$ cat config.mk
export PLATFORM = sky130hd
export DESIGN_NAME = pid_differential_steering_unit
export DESIGN_NICKNAME = d
export VERILOG_FILES = /design/src/hw/rtl/pid_ds_pkg.sv /design/src/hw/rtl/pid_ds_integrator.sv /design/src/hw/rtl/pid_ds_divider.sv /design/src/hw/rtl/pid_ds_mixer.sv /design/src/hw/rtl/pid_differential_steering_unit.sv
export SDC_FILE = /design/constraint.sdc
export NUM_CORES = 1
export LEC_CHECK = 0
export ABC_AREA = 1
export BUFFER_PORTS_ARGS = -buffer_cell sky130_fd_sc_hd__buf_2
export CORE_AREA = 2 2 246 224
export CTS_CLUSTER_DIAMETER = 30
export CTS_CLUSTER_SIZE = 28
export DETAILED_ROUTE_END_ITERATION = 10
export DIE_AREA = 0 0 248 226
export GPL_ROUTABILITY_DRIVEN = 0
export PLACE_DENSITY = 0.87
export RECOVER_POWER = 100
export SLEW_MARGIN = 20
export SYNTH_ARGS = -nofsm -noshare
export SYNTH_HDL_FRONTEND = slang
export SYNTH_HIERARCHICAL = 1
export SYNTH_SLANG_ARGS = --single-unit
$ cat constraint.sdc
create_clock -name clk_i -period 7.3 [get_ports clk_i]
set_input_delay 1.825 -clock clk_i [delete_from_list [all_inputs] [get_ports clk_i]]
set_output_delay 1.825 -clock clk_i [all_outputs]
set_load 0.05 [all_outputs]
$ cat src/hw/rtl/pid_ds_pkg.sv
// ----------------------------------------------------------------------------
// pid_ds_pkg
// Shared widths, reset values, register codes and reciprocal constants for
// the PID differential steering unit.
// ----------------------------------------------------------------------------
package pid_ds_pkg;

  localparam int PosW     = 13;
  localparam int ErrW     = 14;
  localparam int DerivW   = 15;
  localparam int Deriv3W  = 17;
  localparam int HalfW    = 16;
  localparam int SpeedW   = 8;
  localparam int SteerW   = 9;
  localparam int TermW    = 17;

  localparam int CfgAddrW = 1;
  localparam int CfgDataW = 13;

  localparam int SumWidthDefault = 32;

  localparam logic [PosW-1:0]   SetpointReset = 13'd3200;
  localparam logic [SpeedW-1:0] MaxSpeedReset = 8'd255;

  typedef enum logic [CfgAddrW-1:0] {
    RegSetpoint = 1'b0,
    RegMaxSpeed = 1'b1
  } cfg_reg_e;

  // error / 10: floor(a * 6554 / 2^16) is exact for a < 2^14
  localparam int ErrMagW   = 13;
  localparam int ErrRecip  = 6554;
  localparam int ErrRecipW = 13;
  localparam int ErrShift  = 16;
  localparam int ErrQuoW   = 10;

  // integral / 10000 as (x >> 4) / 625; magnitudes beyond the cap saturate
  // the drive term anyway, so the magnitude is clamped to 28 bits
  localparam int SumMagW   = 28;
  localparam int SumMagCap = 268435455;
  localparam int SumPreSh  = 4;
  localparam int SumYW     = 24;
  localparam int SumRecip  = 27487791;
  localparam int SumRecipW = 25;
  localparam int SumShift  = 34;
  localparam int SumQuoW   = 15;

  typedef struct packed {
    logic mag_en;
    logic mul_en;
  } pid_ds_adv_t;

endpackage

$ cat src/hw/rtl/pid_ds_integrator.sv
// ----------------------------------------------------------------------------
// pid_ds_integrator
// Error, derivative and saturating integral; holds the controller state.
// ----------------------------------------------------------------------------
module pid_ds_integrator #(
  parameter int SumWidth = pid_ds_pkg::SumWidthDefault
) (
  input  logic                              clk_i,
  input  logic                              rst_ni,
  input  logic                              take_i,
  input  logic [pid_ds_pkg::PosW-1:0]       position_i,
  input  logic [pid_ds_pkg::PosW-1:0]       setpoint_i,
  output logic signed [pid_ds_pkg::ErrW-1:0]   err_o,
  output logic signed [pid_ds_pkg::DerivW-1:0] deriv_o,
  output logic signed [SumWidth-1:0]        sum_o
);

  localparam int SumExtW = SumWidth + 1;
  localparam logic signed [SumWidth-1:0] SumMax = {1'b0, {(SumWidth-1){1'b1}}};
  localparam logic signed [SumWidth-1:0] SumMin = {1'b1, {(SumWidth-1){1'b0}}};

  logic signed [pid_ds_pkg::ErrW-1:0]   err_d, err_q;
  logic signed [pid_ds_pkg::DerivW-1:0] deriv_d, deriv_q;
  logic signed [SumWidth-1:0]           sum_d, sum_q;
  logic signed [SumExtW-1:0]            sum_ext;

  always_comb begin
    err_d   = $signed({1'b0, position_i}) - $signed({1'b0, setpoint_i});
    deriv_d = pid_ds_pkg::DerivW'(err_d) - pid_ds_pkg::DerivW'(err_q);
    sum_ext = SumExtW'(sum_q) + SumExtW'(err_d);
    if (sum_ext[SumWidth] != sum_ext[SumWidth-1]) begin
      sum_d = sum_ext[SumWidth] ? SumMin : SumMax;
    end else begin
      sum_d = sum_ext[SumWidth-1:0];
    end
  end

  always_ff @(posedge clk_i or negedge rst_ni) begin
    if (!rst_ni) begin
      err_q <= '0;
      sum_q <= '0;
    end else if (take_i) begin
      err_q <= err_d;
      sum_q <= sum_d;
    end
  end

  always_ff @(posedge clk_i) begin
    if (take_i) begin
      deriv_q <= deriv_d;
    end
  end

  assign err_o   = err_q;
  assign deriv_o = deriv_q;
  assign sum_o   = sum_q;

endmodule

$ cat src/hw/rtl/pid_ds_divider.sv
// ----------------------------------------------------------------------------
// pid_ds_divider
// Two stages: magnitudes and derivative scaling, then reciprocal multiplies
// for the proportional and integral quotients.
// ----------------------------------------------------------------------------
module pid_ds_divider #(
  parameter int SumWidth = pid_ds_pkg::SumWidthDefault
) (
  input  logic                                   clk_i,
  input  pid_ds_pkg::pid_ds_adv_t                adv_i,
  input  logic signed [pid_ds_pkg::ErrW-1:0]     err_i,
  input  logic signed [pid_ds_pkg::DerivW-1:0]   deriv_i,
  input  logic signed [SumWidth-1:0]             sum_i,
  output logic signed [pid_ds_pkg::ErrQuoW:0]    err_quo_o,
  output logic signed [pid_ds_pkg::SumQuoW:0]    sum_quo_o,
  output logic signed [pid_ds_pkg::HalfW-1:0]    half_o
);

  localparam int ErrProdW = pid_ds_pkg::ErrMagW + pid_ds_pkg::ErrRecipW;
  localparam int SumProdW = pid_ds_pkg::SumYW + pid_ds_pkg::SumRecipW;

  // magnitude stage
  logic signed [pid_ds_pkg::ErrW-1:0]    err_abs;
  logic [pid_ds_pkg::ErrMagW-1:0]        err_mag_d, err_mag_q;
  logic                                  err_neg_q;
  logic [SumWidth-1:0]                   sum_abs;
  logic [pid_ds_pkg::SumMagW-1:0]        sum_mag;
  logic [pid_ds_pkg::SumYW-1:0]          sum_y_d, sum_y_q;
  logic                                  sum_neg_q;
  logic signed [pid_ds_pkg::Deriv3W-1:0] deriv3, deriv3_adj;
  logic signed [pid_ds_pkg::HalfW-1:0]   half_d, half_c_q, half_m_q;

  // multiply stage
  logic [ErrProdW-1:0]                   err_prod;
  logic [SumProdW-1:0]                   sum_prod;
  logic [pid_ds_pkg::ErrQuoW-1:0]        err_quo_mag;
  logic [pid_ds_pkg::SumQuoW-1:0]        sum_quo_mag;
  logic signed [pid_ds_pkg::ErrQuoW:0]   err_quo_d, err_quo_q;
  logic signed [pid_ds_pkg::SumQuoW:0]   sum_quo_d, sum_quo_q;

  always_comb begin
    err_abs   = err_i[pid_ds_pkg::ErrW-1] ? -err_i : err_i;
    err_mag_d = pid_ds_pkg::ErrMagW'(err_abs);
    sum_abs   = sum_i[SumWidth-1] ? SumWidth'(-sum_i) : SumWidth'(sum_i);
    if (sum_abs > SumWidth'(pid_ds_pkg::SumMagCap)) begin
      sum_mag = '1;
    end else begin
      sum_mag = pid_ds_pkg::SumMagW'(sum_abs);
    end
    sum_y_d    = sum_mag[pid_ds_pkg::SumMagW-1:pid_ds_pkg::SumPreSh];
    deriv3     = (pid_ds_pkg::Deriv3W'(deriv_i) <<< 1) + pid_ds_pkg::Deriv3W'(deriv_i);
    deriv3_adj = deriv3;
    if (deriv3[pid_ds_pkg::Deriv3W-1]) begin
      deriv3_adj = deriv3 + pid_ds_pkg::Deriv3W'(1);
    end
    half_d = pid_ds_pkg::HalfW'(deriv3_adj >>> 1);
  end

  always_ff @(posedge clk_i) begin
    if (adv_i.mag_en) begin
      err_mag_q <= err_mag_d;
      err_neg_q <= err_i[pid_ds_pkg::ErrW-1];
      sum_y_q   <= sum_y_d;
      sum_neg_q <= sum_i[SumWidth-1];
      half_c_q  <= half_d;
    end
  end

  always_comb begin
    err_prod    = err_mag_q * pid_ds_pkg::ErrRecipW'(pid_ds_pkg::ErrRecip);
    sum_prod    = sum_y_q * pid_ds_pkg::SumRecipW'(pid_ds_pkg::SumRecip);
    err_quo_mag = err_prod[pid_ds_pkg::ErrShift +: pid_ds_pkg::ErrQuoW];
    sum_quo_mag = sum_prod[pid_ds_pkg::SumShift +: pid_ds_pkg::SumQuoW];
    err_quo_d   = err_neg_q ? -$signed({1'b0, err_quo_mag}) : $signed({1'b0, err_quo_mag});
    sum_quo_d   = sum_neg_q ? -$signed({1'b0, sum_quo_mag}) : $signed({1'b0, sum_quo_mag});
  end

  always_ff @(posedge clk_i) begin
    if (adv_i.mul_en) begin
      err_quo_q <= err_quo_d;
      sum_quo_q <= sum_quo_d;
      half_m_q  <= half_c_q;
    end
  end

  assign err_quo_o = err_quo_q;
  assign sum_quo_o = sum_quo_q;
  assign half_o    = half_m_q;

endmodule

$ cat src/hw/rtl/pid_ds_mixer.sv
// ----------------------------------------------------------------------------
// pid_ds_mixer
// Sum of the three terms, clamp to the speed limit and wheel speed split;
// holds the result register.
// ----------------------------------------------------------------------------
module pid_ds_mixer (
  input  logic                                 clk_i,
  input  logic                                 take_i,
  input  logic [pid_ds_pkg::SpeedW-1:0]        max_speed_i,
  input  logic signed [pid_ds_pkg::ErrQuoW:0]  err_quo_i,
  input  logic signed [pid_ds_pkg::SumQuoW:0]  sum_quo_i,
  input  logic signed [pid_ds_pkg::HalfW-1:0]  half_i,
  output logic [pid_ds_pkg::SpeedW-1:0]        left_speed_o,
  output logic [pid_ds_pkg::SpeedW-1:0]        right_speed_o,
  output logic signed [pid_ds_pkg::SteerW-1:0] steer_o
);

  logic signed [pid_ds_pkg::TermW-1:0]  term, lim, sat;
  logic [pid_ds_pkg::SpeedW-1:0]        left_d, right_d, left_q, right_q;
  logic signed [pid_ds_pkg::SteerW-1:0] steer_d, steer_q;

  always_comb begin
    term = pid_ds_pkg::TermW'(err_quo_i) + pid_ds_pkg::TermW'(sum_quo_i)
         + pid_ds_pkg::TermW'(half_i);
    lim  = pid_ds_pkg::TermW'(max_speed_i);
    if (term > lim) begin
      sat = lim;
    end else if (term < -lim) begin
      sat = -lim;
    end else begin
      sat = term;
    end
    if (sat[pid_ds_pkg::TermW-1]) begin
      left_d  = pid_ds_pkg::SpeedW'(lim + sat);
      right_d = max_speed_i;
    end else begin
      left_d  = max_speed_i;
      right_d = pid_ds_pkg::SpeedW'(lim - sat);
    end
    steer_d = pid_ds_pkg::SteerW'(sat);
  end

  always_ff @(posedge clk_i) begin
    if (take_i) begin
      left_q  <= left_d;
      right_q <= right_d;
      steer_q <= steer_d;
    end
  end

  assign left_speed_o  = left_q;
  assign right_speed_o = right_q;
  assign steer_o       = steer_q;

endmodule

$ cat src/hw/rtl/pid_differential_steering_unit.sv
// ----------------------------------------------------------------------------
// pid_differential_steering_unit
// PID steering for a differential drive: one position word in, one pair of
// wheel speeds and the clamped steering term out.
// ----------------------------------------------------------------------------
// Stages: input, error, magnitude, multiply and output registers, in order.
// Throughput: one word per cycle through a five-register pipeline when not
// stalled; each stage advances independently, so bubbles close up while the
// output stalls. Reset: asynchronous, clears all valid bits, the previous
// error and the integral, and loads setpoint 3200 and max speed 255.
module pid_differential_steering_unit #(
  parameter int SumWidth = pid_ds_pkg::SumWidthDefault
) (
  input  logic                                 clk_i,
  input  logic                                 rst_ni,
  input  logic                                 cfg_we_i,
  input  logic [pid_ds_pkg::CfgAddrW-1:0]      cfg_addr_i,
  input  logic [pid_ds_pkg::CfgDataW-1:0]      cfg_wdata_i,
  input  logic                                 in_valid_i,
  output logic                                 in_ready_o,
  input  logic [pid_ds_pkg::PosW-1:0]          position_i,
  output logic                                 out_valid_o,
  input  logic                                 out_ready_i,
  output logic [pid_ds_pkg::SpeedW-1:0]        left_speed_o,
  output logic [pid_ds_pkg::SpeedW-1:0]        right_speed_o,
  output logic signed [pid_ds_pkg::SteerW-1:0] steer_o
);

  localparam int NumStages = 5;
  localparam int StIn  = 0;
  localparam int StErr = 1;
  localparam int StMag = 2;
  localparam int StMul = 3;
  localparam int StOut = 4;

  logic [NumStages-1:0]                 valid_d, valid_q, rdy, take;
  logic [pid_ds_pkg::PosW-1:0]          pos_q;
  logic [pid_ds_pkg::PosW-1:0]          setpoint_q;
  logic [pid_ds_pkg::SpeedW-1:0]        max_speed_q;
  logic signed [pid_ds_pkg::ErrW-1:0]   err;
  logic signed [pid_ds_pkg::DerivW-1:0] deriv;
  logic signed [SumWidth-1:0]           sum;
  logic signed [pid_ds_pkg::ErrQuoW:0]  err_quo;
  logic signed [pid_ds_pkg::SumQuoW:0]  sum_quo;
  logic signed [pid_ds_pkg::HalfW-1:0]  half;
  pid_ds_pkg::pid_ds_adv_t              adv;

  always_comb begin
    rdy[NumStages-1] = !valid_q[NumStages-1] || out_ready_i;
    for (int k = NumStages - 2; k >= 0; k--) begin
      rdy[k] = !valid_q[k] || rdy[k+1];
    end
    take[StIn]    = in_valid_i && rdy[StIn];
    valid_d[StIn] = rdy[StIn] ? in_valid_i : valid_q[StIn];
    for (int k = 1; k < NumStages; k++) begin
      take[k]    = valid_q[k-1] && rdy[k];
      valid_d[k] = rdy[k] ? valid_q[k-1] : valid_q[k];
    end
  end

  assign adv.mag_en = take[StMag];
  assign adv.mul_en = take[StMul];

  always_ff @(posedge clk_i or negedge rst_ni) begin
    if (!rst_ni) begin
      valid_q     <= '0;
      setpoint_q  <= pid_ds_pkg::SetpointReset;
      max_speed_q <= pid_ds_pkg::MaxSpeedReset;
    end else begin
      valid_q <= valid_d;
      if (cfg_we_i) begin
        case (pid_ds_pkg::cfg_reg_e'(cfg_addr_i))
          pid_ds_pkg::RegSetpoint: setpoint_q  <= cfg_wdata_i;
          pid_ds_pkg::RegMaxSpeed: max_speed_q <= cfg_wdata_i[pid_ds_pkg::SpeedW-1:0];
          default: ;
        endcase
      end
    end
  end

  always_ff @(posedge clk_i) begin
    if (take[StIn]) begin
      pos_q <= position_i;
    end
  end

  pid_ds_integrator #(
    .SumWidth(SumWidth)
  ) u_integrator (
    .clk_i      (clk_i),
    .rst_ni     (rst_ni),
    .take_i     (take[StErr]),
    .position_i (pos_q),
    .setpoint_i (setpoint_q),
    .err_o      (err),
    .deriv_o    (deriv),
    .sum_o      (sum)
  );

  pid_ds_divider #(
    .SumWidth(SumWidth)
  ) u_divider (
    .clk_i     (clk_i),
    .adv_i     (adv),
    .err_i     (err),
    .deriv_i   (deriv),
    .sum_i     (sum),
    .err_quo_o (err_quo),
    .sum_quo_o (sum_quo),
    .half_o    (half)
  );

  pid_ds_mixer u_mixer (
    .clk_i         (clk_i),
    .take_i        (take[StOut]),
    .max_speed_i   (max_speed_q),
    .err_quo_i     (err_quo),
    .sum_quo_i     (sum_quo),
    .half_i        (half),
    .left_speed_o  (left_speed_o),
    .right_speed_o (right_speed_o),
    .steer_o       (steer_o)
  );

  assign in_ready_o  = rdy[StIn];
  assign out_valid_o = valid_q[StOut];

endmodule

==> metrics.csv, run 1 <==
stage,metric,value,unit
synthesis,Synth async-reset ratio,0.323,
worst_setup_path,R2R depth,38,
synthesis,"area leader, netlist",fa_1,
worst_setup_path,Critical path buffers and inverters,4,
layout,Post-Layout Inst Area,34600,sq um
layout,number of diodes,0,
worst_setup_path,crit-path max FO,9,
synthesis,Post-Syn Area per Cell,8.06,sq um
clock_network,Root Driver,clkbuf_16,
synthesis,Synth Area in Adders,0.380,
routing,routed len/inst,18.2,um
timing,Slew @ Worst Pin,4.01,ns
floorplanning,Die H,226,um
timing,fmax,142,MHz
grt,first-pass GRT wire length,140,mm
timing,Final Critical Period,7.07,ns
synthesis,mux contribution to synthesized area,0,
worst_hold_path,worst min-delay path endpoint,u_divider/half_o[1],
synthesis,largest family of logic cells by synthesized area,adder cells,
synthesis,Synthesized Nets,4753,
worst_setup_path,CP Data Arrival Time,7.39,ns
layout,Sequential cell area,6350,sq um
worst_setup_path,Crit path top cell by count,nand2_1,
clock_network,H-tree lvl count,2,
synthesis,XOR/XNOR share of the synthesized area,0.0424,
placed_design,placed cell area,32800,sq um
clock_network,worst skew pair latency,0.60,ns
synthesis,synthesized cell area,31800,sq um
worst_setup_path,"Data required, critical path",7.62,ns
timing,Final Hold Fails,0,
clock_network,hold buffers post-CTS,0,
placed_design,Placed Cells,4687,
worst_setup_path,Worst path max stage delay,0.52,ns
layout,share of cells above drive strength 1,0.0618,
placed_design,# port buffers,58,
clock_network,Worst-path clk slew,0.05,ns
timing,Layout Skew,0.0344,ns
worst_setup_path,critical path type,reg2reg,
worst_setup_path,Reg-to-Reg Start,u_divider/sum_quo_o[0],
floorplanning,Initial Utilization,0.593,
worst_setup_path,Critical Path Source Type,flop,
worst_setup_path,FF-to-FF End,u_mixer/right_speed_o[7],
run_status,status,"finished, violations left",
worst_setup_path,"reg-to-reg slack, setup",0.23,ns
clock_network,clk sinks,223,
synthesis,cells after synthesis,3943,
worst_hold_path,hold depth,0,
floorplanning,Die X,248,um
timing,Hold WS,0.412,ns
layout,area of the multi-input gates,21600,sq um
layout,final core occ,0.646,
synthesis,Synth top area share,0.195,
clock_network,CTS tree,built,
worst_setup_path,"Largest delay share family, worst path",simple AND/OR/NAND/NOR gates,
routing,DRC,1,
layout,Final #Nets,4862,
routing,Vias/cell,5.63,
clock_network,CTS Buf Count,54,
layout,most frequent cells in the layout,"inv_1 (930), nand2_1 (921), ha_1 (467), fa_1 (308), nor2_1 (268)",
floorplanning,Top Ports,59,
routing,iteration count of the initial detailed-routing pass,10,
synthesis,Netlist cell types,58,
worst_hold_path,hold path start,u_divider/half_c_q[1],
grt,vias in the first global route,27300,
timing,# setup viols final,0,
synthesis,Synth area leaders,"fa_1 (20%), ha_1 (18%), edfxtp_1 (14%)",
synthesis,Synth Area in Compound Gates,0.0659,
run_status,failing checks,"DRC, capacitance limit, slew limit",
routing,via count,27000,
synthesis,Synth Area in Simple Gates,0.195,
floorplanning,number of placement rows,81,
grt,initial antenna violation count,1,
synthesis,sequential fraction of the synthesis area,0.200,
layout,fillers,4078,
routing,Final ANT Viol Nets,0,
layout,area grow syn2layout,8.97,%
synthesis,#FFs+latches synth,223,
routing,Routed WL,87.2,mm
floorplanning,core box area,53600,sq um
synthesis,Main synth FF type,edfxtp_1,
worst_setup_path,crit path max-delay cell type,fa_1,
layout,Final Non-Filler Cells,4802,
run,maxcap violations,5,
synthesis,Post-synth EDFFs,151,
grt,Overall Global Routing Usage,0.317,
grt,largest net degree at the start of global routing,73,
worst_hold_path,worst hold path class,reg2reg,
clock_network,Bufs on Longest Clock Path,3,
routing,DRT iter0 DRCs,2757,
grt,grt ovf,0,
layout,"leading cell type in the layout, fill and taps excluded",inv_1,
floorplanning,die area,56000,sq um
timing,max-slew violation count,263,
synthesis,Yosys warning count,6,
timing,worst rel slew slack,-1.67,
worst_setup_path,CP endpoint kind,flop,
placed_design,DP HPWL,68.2,mm
timing,Final Cycle Share,0.968,
[cells in the mapped netlist, types with 2 or more instances]
master / number
nand3_4: 2
inv_2: 7
nand3b_1: 5
fa_1: 310
a21o_1: 9
a211oi_1: 3
nor4_1: 10
o21a_1: 2
a31oi_1: 4
nand2_4: 5
o21ai_2: 32
o211ai_2: 2
nor3_1: 37
xnor2_1: 45
ha_1: 468
nand3_1: 120
o21bai_1: 23
edfxtp_1: 151
or2_2: 5
o21ai_0: 68
a21oi_2: 8
o211ai_1: 6
nor3_2: 5
nand2_1: 917
a21oi_1: 168
inv_1: 932
nand4_1: 44
clkbuf_1: 11
dfrtp_1: 61
nor2_4: 3
dfstp_2: 11
nand3_2: 8
buf_2: 2
nor2_2: 9
nor2_1: 268
o31ai_1: 9
xor2_1: 107
nand2_2: 28
o21ai_1: 3
buf_6: 10
buf_4: 4
a21boi_0: 5
[registers in the layout, indices dropped and copies added (netlist names), 8 cells and up]
signal	count
u_mixer/right_speed_o	8
u_divider/half_c_q	16
u_divider/sum_quo_o	16
pos_q	13
u_divider/err_mag_q	13
max_speed_q	8
u_integrator/err_o	14
u_divider/sum_y_q	24
u_divider/half_o	16
u_integrator/deriv_o	15
u_integrator/sum_o	32
setpoint_q	13
u_divider/err_quo_o	11
u_mixer/left_speed_o	8
u_mixer/steer_o	9
[cell families (layout without fill, tap and decap cells)]
| kind of cell | Yosys count | in the layout |
|---|---|---|
| buf+inv | 969 | 1123 |
| flops | 223 | 223 |
| compound gates | 348 | 348 |
| xor+xnor | 153 | 153 |
| simple gates | 1472 | 1472 |
| fa+ha+maj | 778 | 778 |
[per-stage QoR]
step	setup WS (ns)	setup TNS [ns]
6_report	0.234	0
5_1_grt	-0.0502	-0.0502
4_1_cts	0.255	0
3_5_place_dp	0.250	0
3_3_place_gp	0.421	0
2_1_floorplan	0.840	0
[routing by layer]
metal | global-route usage | part of all wire | wire (um)
met5 | 0 | 0.00015 | 13
met4 | 0.129 | 0.042 | 3680
met3 | 0.0777 | 0.11 | 9410
met2 | 0.493 | 0.44 | 38500
met1 | 0.423 | 0.41 | 35600
[layout make-up]
cell class                      count  area share
Tap cell                          705      0.0255
Multi-Input combinational cell   2751       0.623
Clock inverter                     40      0.0126
Clock buffer                       61      0.0413
Inverter                          941       0.102
Sequential cell                   223       0.183
Timing Repair Buffer               81      0.0117
[worst max-delay path by stage]
| stage | cells after the start | from | end |
|---|---|---|---|
| 2_1_floorplan | 35 | u_divider/sum_y_q[21] | u_divider/sum_quo_o[8] |
| 3_3_place_gp | 35 | u_divider/sum_y_q[21] | u_divider/sum_quo_o[8] |
| 3_5_place_dp | 35 | u_divider/sum_y_q[21] | u_divider/sum_quo_o[8] |
| 4_1_cts | 35 | u_divider/sum_y_q[21] | u_divider/sum_quo_o[8] |
| 5_1_grt | 35 | u_divider/sum_y_q[21] | u_divider/sum_quo_o[8] |
| 6_report | 38 | u_divider/sum_quo_o[0] | u_mixer/right_speed_o[7] |
[repair_timing]
item / CTS / global route
buffers inserted: 0 / 14
endpoints found under the setup margin: 0 / 9
resized for setup: 0 / 9
Power of run 1 is left out: the tool's default activity adds up to more than one toggle a clock period on the data nets, which glitch-free logic cannot reach.
==> run 2, diff against run 1 <==
==> constraint.sdc (replaced) <==
create_clock -name clk_i -period 6.9 [get_ports clk_i]
set_input_delay 1.725 -clock clk_i [delete_from_list [all_inputs] [get_ports clk_i]]
set_output_delay 1.725 -clock clk_i [all_outputs]
set_load 0.05 [all_outputs]
==> metrics.csv, run 2 (same netlist as run 1, synthesis figures left out) <==
stage,metric,value,unit
clock_network,Root Driver,clkbuf_16,
floorplanning,Initial Utilization,0.593,
clock_network,Bufs on Longest Clock Path,3,
run_status,failing checks,"capacitance limit, slew limit",
worst_setup_path,CP endpoint kind,flop,
worst_setup_path,crit path max-delay cell type,fa_1,
timing,Final Hold Fails,0,
clock_network,CTS tree,built,
layout,Largest register FFs,32,
layout,"leading cell type in the layout, fill and taps excluded",inv_1,
worst_setup_path,CP Data Arrival Time,7.05,ns
grt,grt ovf,0,
timing,Hold WS,0.416,ns
timing,# setup viols final,0,
floorplanning,core box area,53600,sq um
layout,Final #Nets,4908,
timing,fmax,148,MHz
routing,iteration count of the initial detailed-routing pass,6,
timing,setup TNS,0,ns
timing,Layout Skew,0.0353,ns
layout,most frequent cells in the layout,"inv_1 (919), nand2_1 (901), ha_1 (441), fa_1 (299), nor2_1 (247)",
grt,vias in the first global route,27600,
timing,RSZ-0062 raised after global routing,true,
grt,initial antenna violation count,0,
run_status,status,"finished, violations left",
layout,Final Non-Filler Cells,4847,
clock_network,H-tree lvl count,2,
routing,routed len/inst,18.5,um
floorplanning,Top Ports,59,
layout,fillers,3930,
worst_hold_path,worst hold path class,reg2reg,
timing,max-slew violation count,263,
routing,DRC,0,
worst_setup_path,"Data required, critical path",7.21,ns
grt,first-pass GRT wire length,142,mm
worst_setup_path,Worst path max stage delay,0.56,ns
grt,Overall Global Routing Usage,0.322,
routing,via count,27600,
routing,Vias/cell,5.70,
clock_network,Worst-path clk slew,0.06,ns
layout,area grow syn2layout,11.4,%
worst_setup_path,Crit path top cell by count,inv_1,
worst_setup_path,Critical Path Source Type,flop,
floorplanning,die area,56000,sq um
layout,share of cells above drive strength 1,0.0961,
layout,number of diodes,0,
floorplanning,Die H,226,um
timing,Slew @ Worst Pin,4.05,ns
clock_network,worst skew pair latency,0.62,ns
run,maxcap violations,6,
worst_setup_path,crit-path max FO,5,
routing,DRT iter0 DRCs,3122,
worst_setup_path,critical path type,reg2reg,
floorplanning,number of placement rows,81,
grt,largest net degree at the start of global routing,73,
placed_design,# port buffers,58,
placed_design,DP HPWL,68.5,mm
timing,worst rel slew slack,-1.70,
layout,final core occ,0.660,
clock_network,CTS Buf Count,52,
routing,Final ANT Viol Nets,0,
timing,Final Critical Period,6.75,ns
floorplanning,Die X,248,um
routing,Routed WL,89.9,mm
placed_design,Placed Cells,4726,
timing,Final Cycle Share,0.978,
clock_network,clk sinks,223,
-- run 2: changes by cell type in the layout (fill, tap and decap cells not counted), sizes merged --
cell | before | now
clkbuf | 96 | 89
bufinv | 5 | 4
clkinv | 18 | 19
inv | 948 | 957
buf | 46 | 96
clkinvlp | 10 | 3
-- run 2: through the flow --
| step | setup WS [ns] | cell area, sq um |
|---|---|---|
| global placement | 0.152 | 33100 |
| global route | -0.228 | 35400 |
| floorplan | 0.440 | 31800 |
| finish | 0.152 | 35400 |
| CTS | 0.0263 | 34900 |
| detailed placement | -0.00275 | 33100 |
-- run 2: worst paths after layout --
kind | start | endpoint | slack, ns | depth (start not counted)
setup / recovery | u_divider/sum_y_q[6] | u_divider/sum_quo_o[8] | 0.15 | 35
hold / removal | u_divider/half_c_q[2] | u_divider/half_o[2] | 0.42 | 0
setup reg to reg | u_divider/sum_y_q[6] | u_divider/sum_quo_o[8] | 0.15 | 35
hold reg to reg | u_divider/half_c_q[2] | u_divider/half_o[2] | 0.42 | 0
max in group asynchronous | rst_ni | u_integrator/sum_o[19] | 1.97 | 2
min in group asynchronous | rst_ni | setpoint_q[12] | 2.64 | 2
-- run 2: cell type report --
type                    instances  area, sq um  area share
inverters                     941         3540       0.100
well taps                     705          882      0.0249
multi-input cells            2751        22100       0.623
flip-flops and latches        223         6350       0.179
clock buffers                  56         1330      0.0375
repair buffers                129          771      0.0218
clock inverters                42          464      0.0131
-- run 2: per-layer routing --
layer | GRT usage | vias to the layer above | wire, um
li1 | - | 12600 | -
met1 | 0.437 | 13000 | 35600
met2 | 0.506 | 1646 | 40500
met3 | 0.0654 | 365 | 9450
met4 | 0.126 | 0 | 4290
met5 | 0 | - | 0
-- run 2: repair_timing --
item | CTS | global route
setup buffers | 1 | 22
hold buffers | 0 | 0
resized for setup | 1 | 118
pin swaps | 1 | 36
setup endpoints to repair | 2 | 12
-- run 2: critical path: cells and delay by family, from the launching register on --
family	cells	cell delay, ns
simple gates	15	1.29
compound gates	1	0.08
flops	1	0.47
fa+ha+maj	9	3.92
buf+inv	10	0.70
Power of run 2 is left out for the same reason.
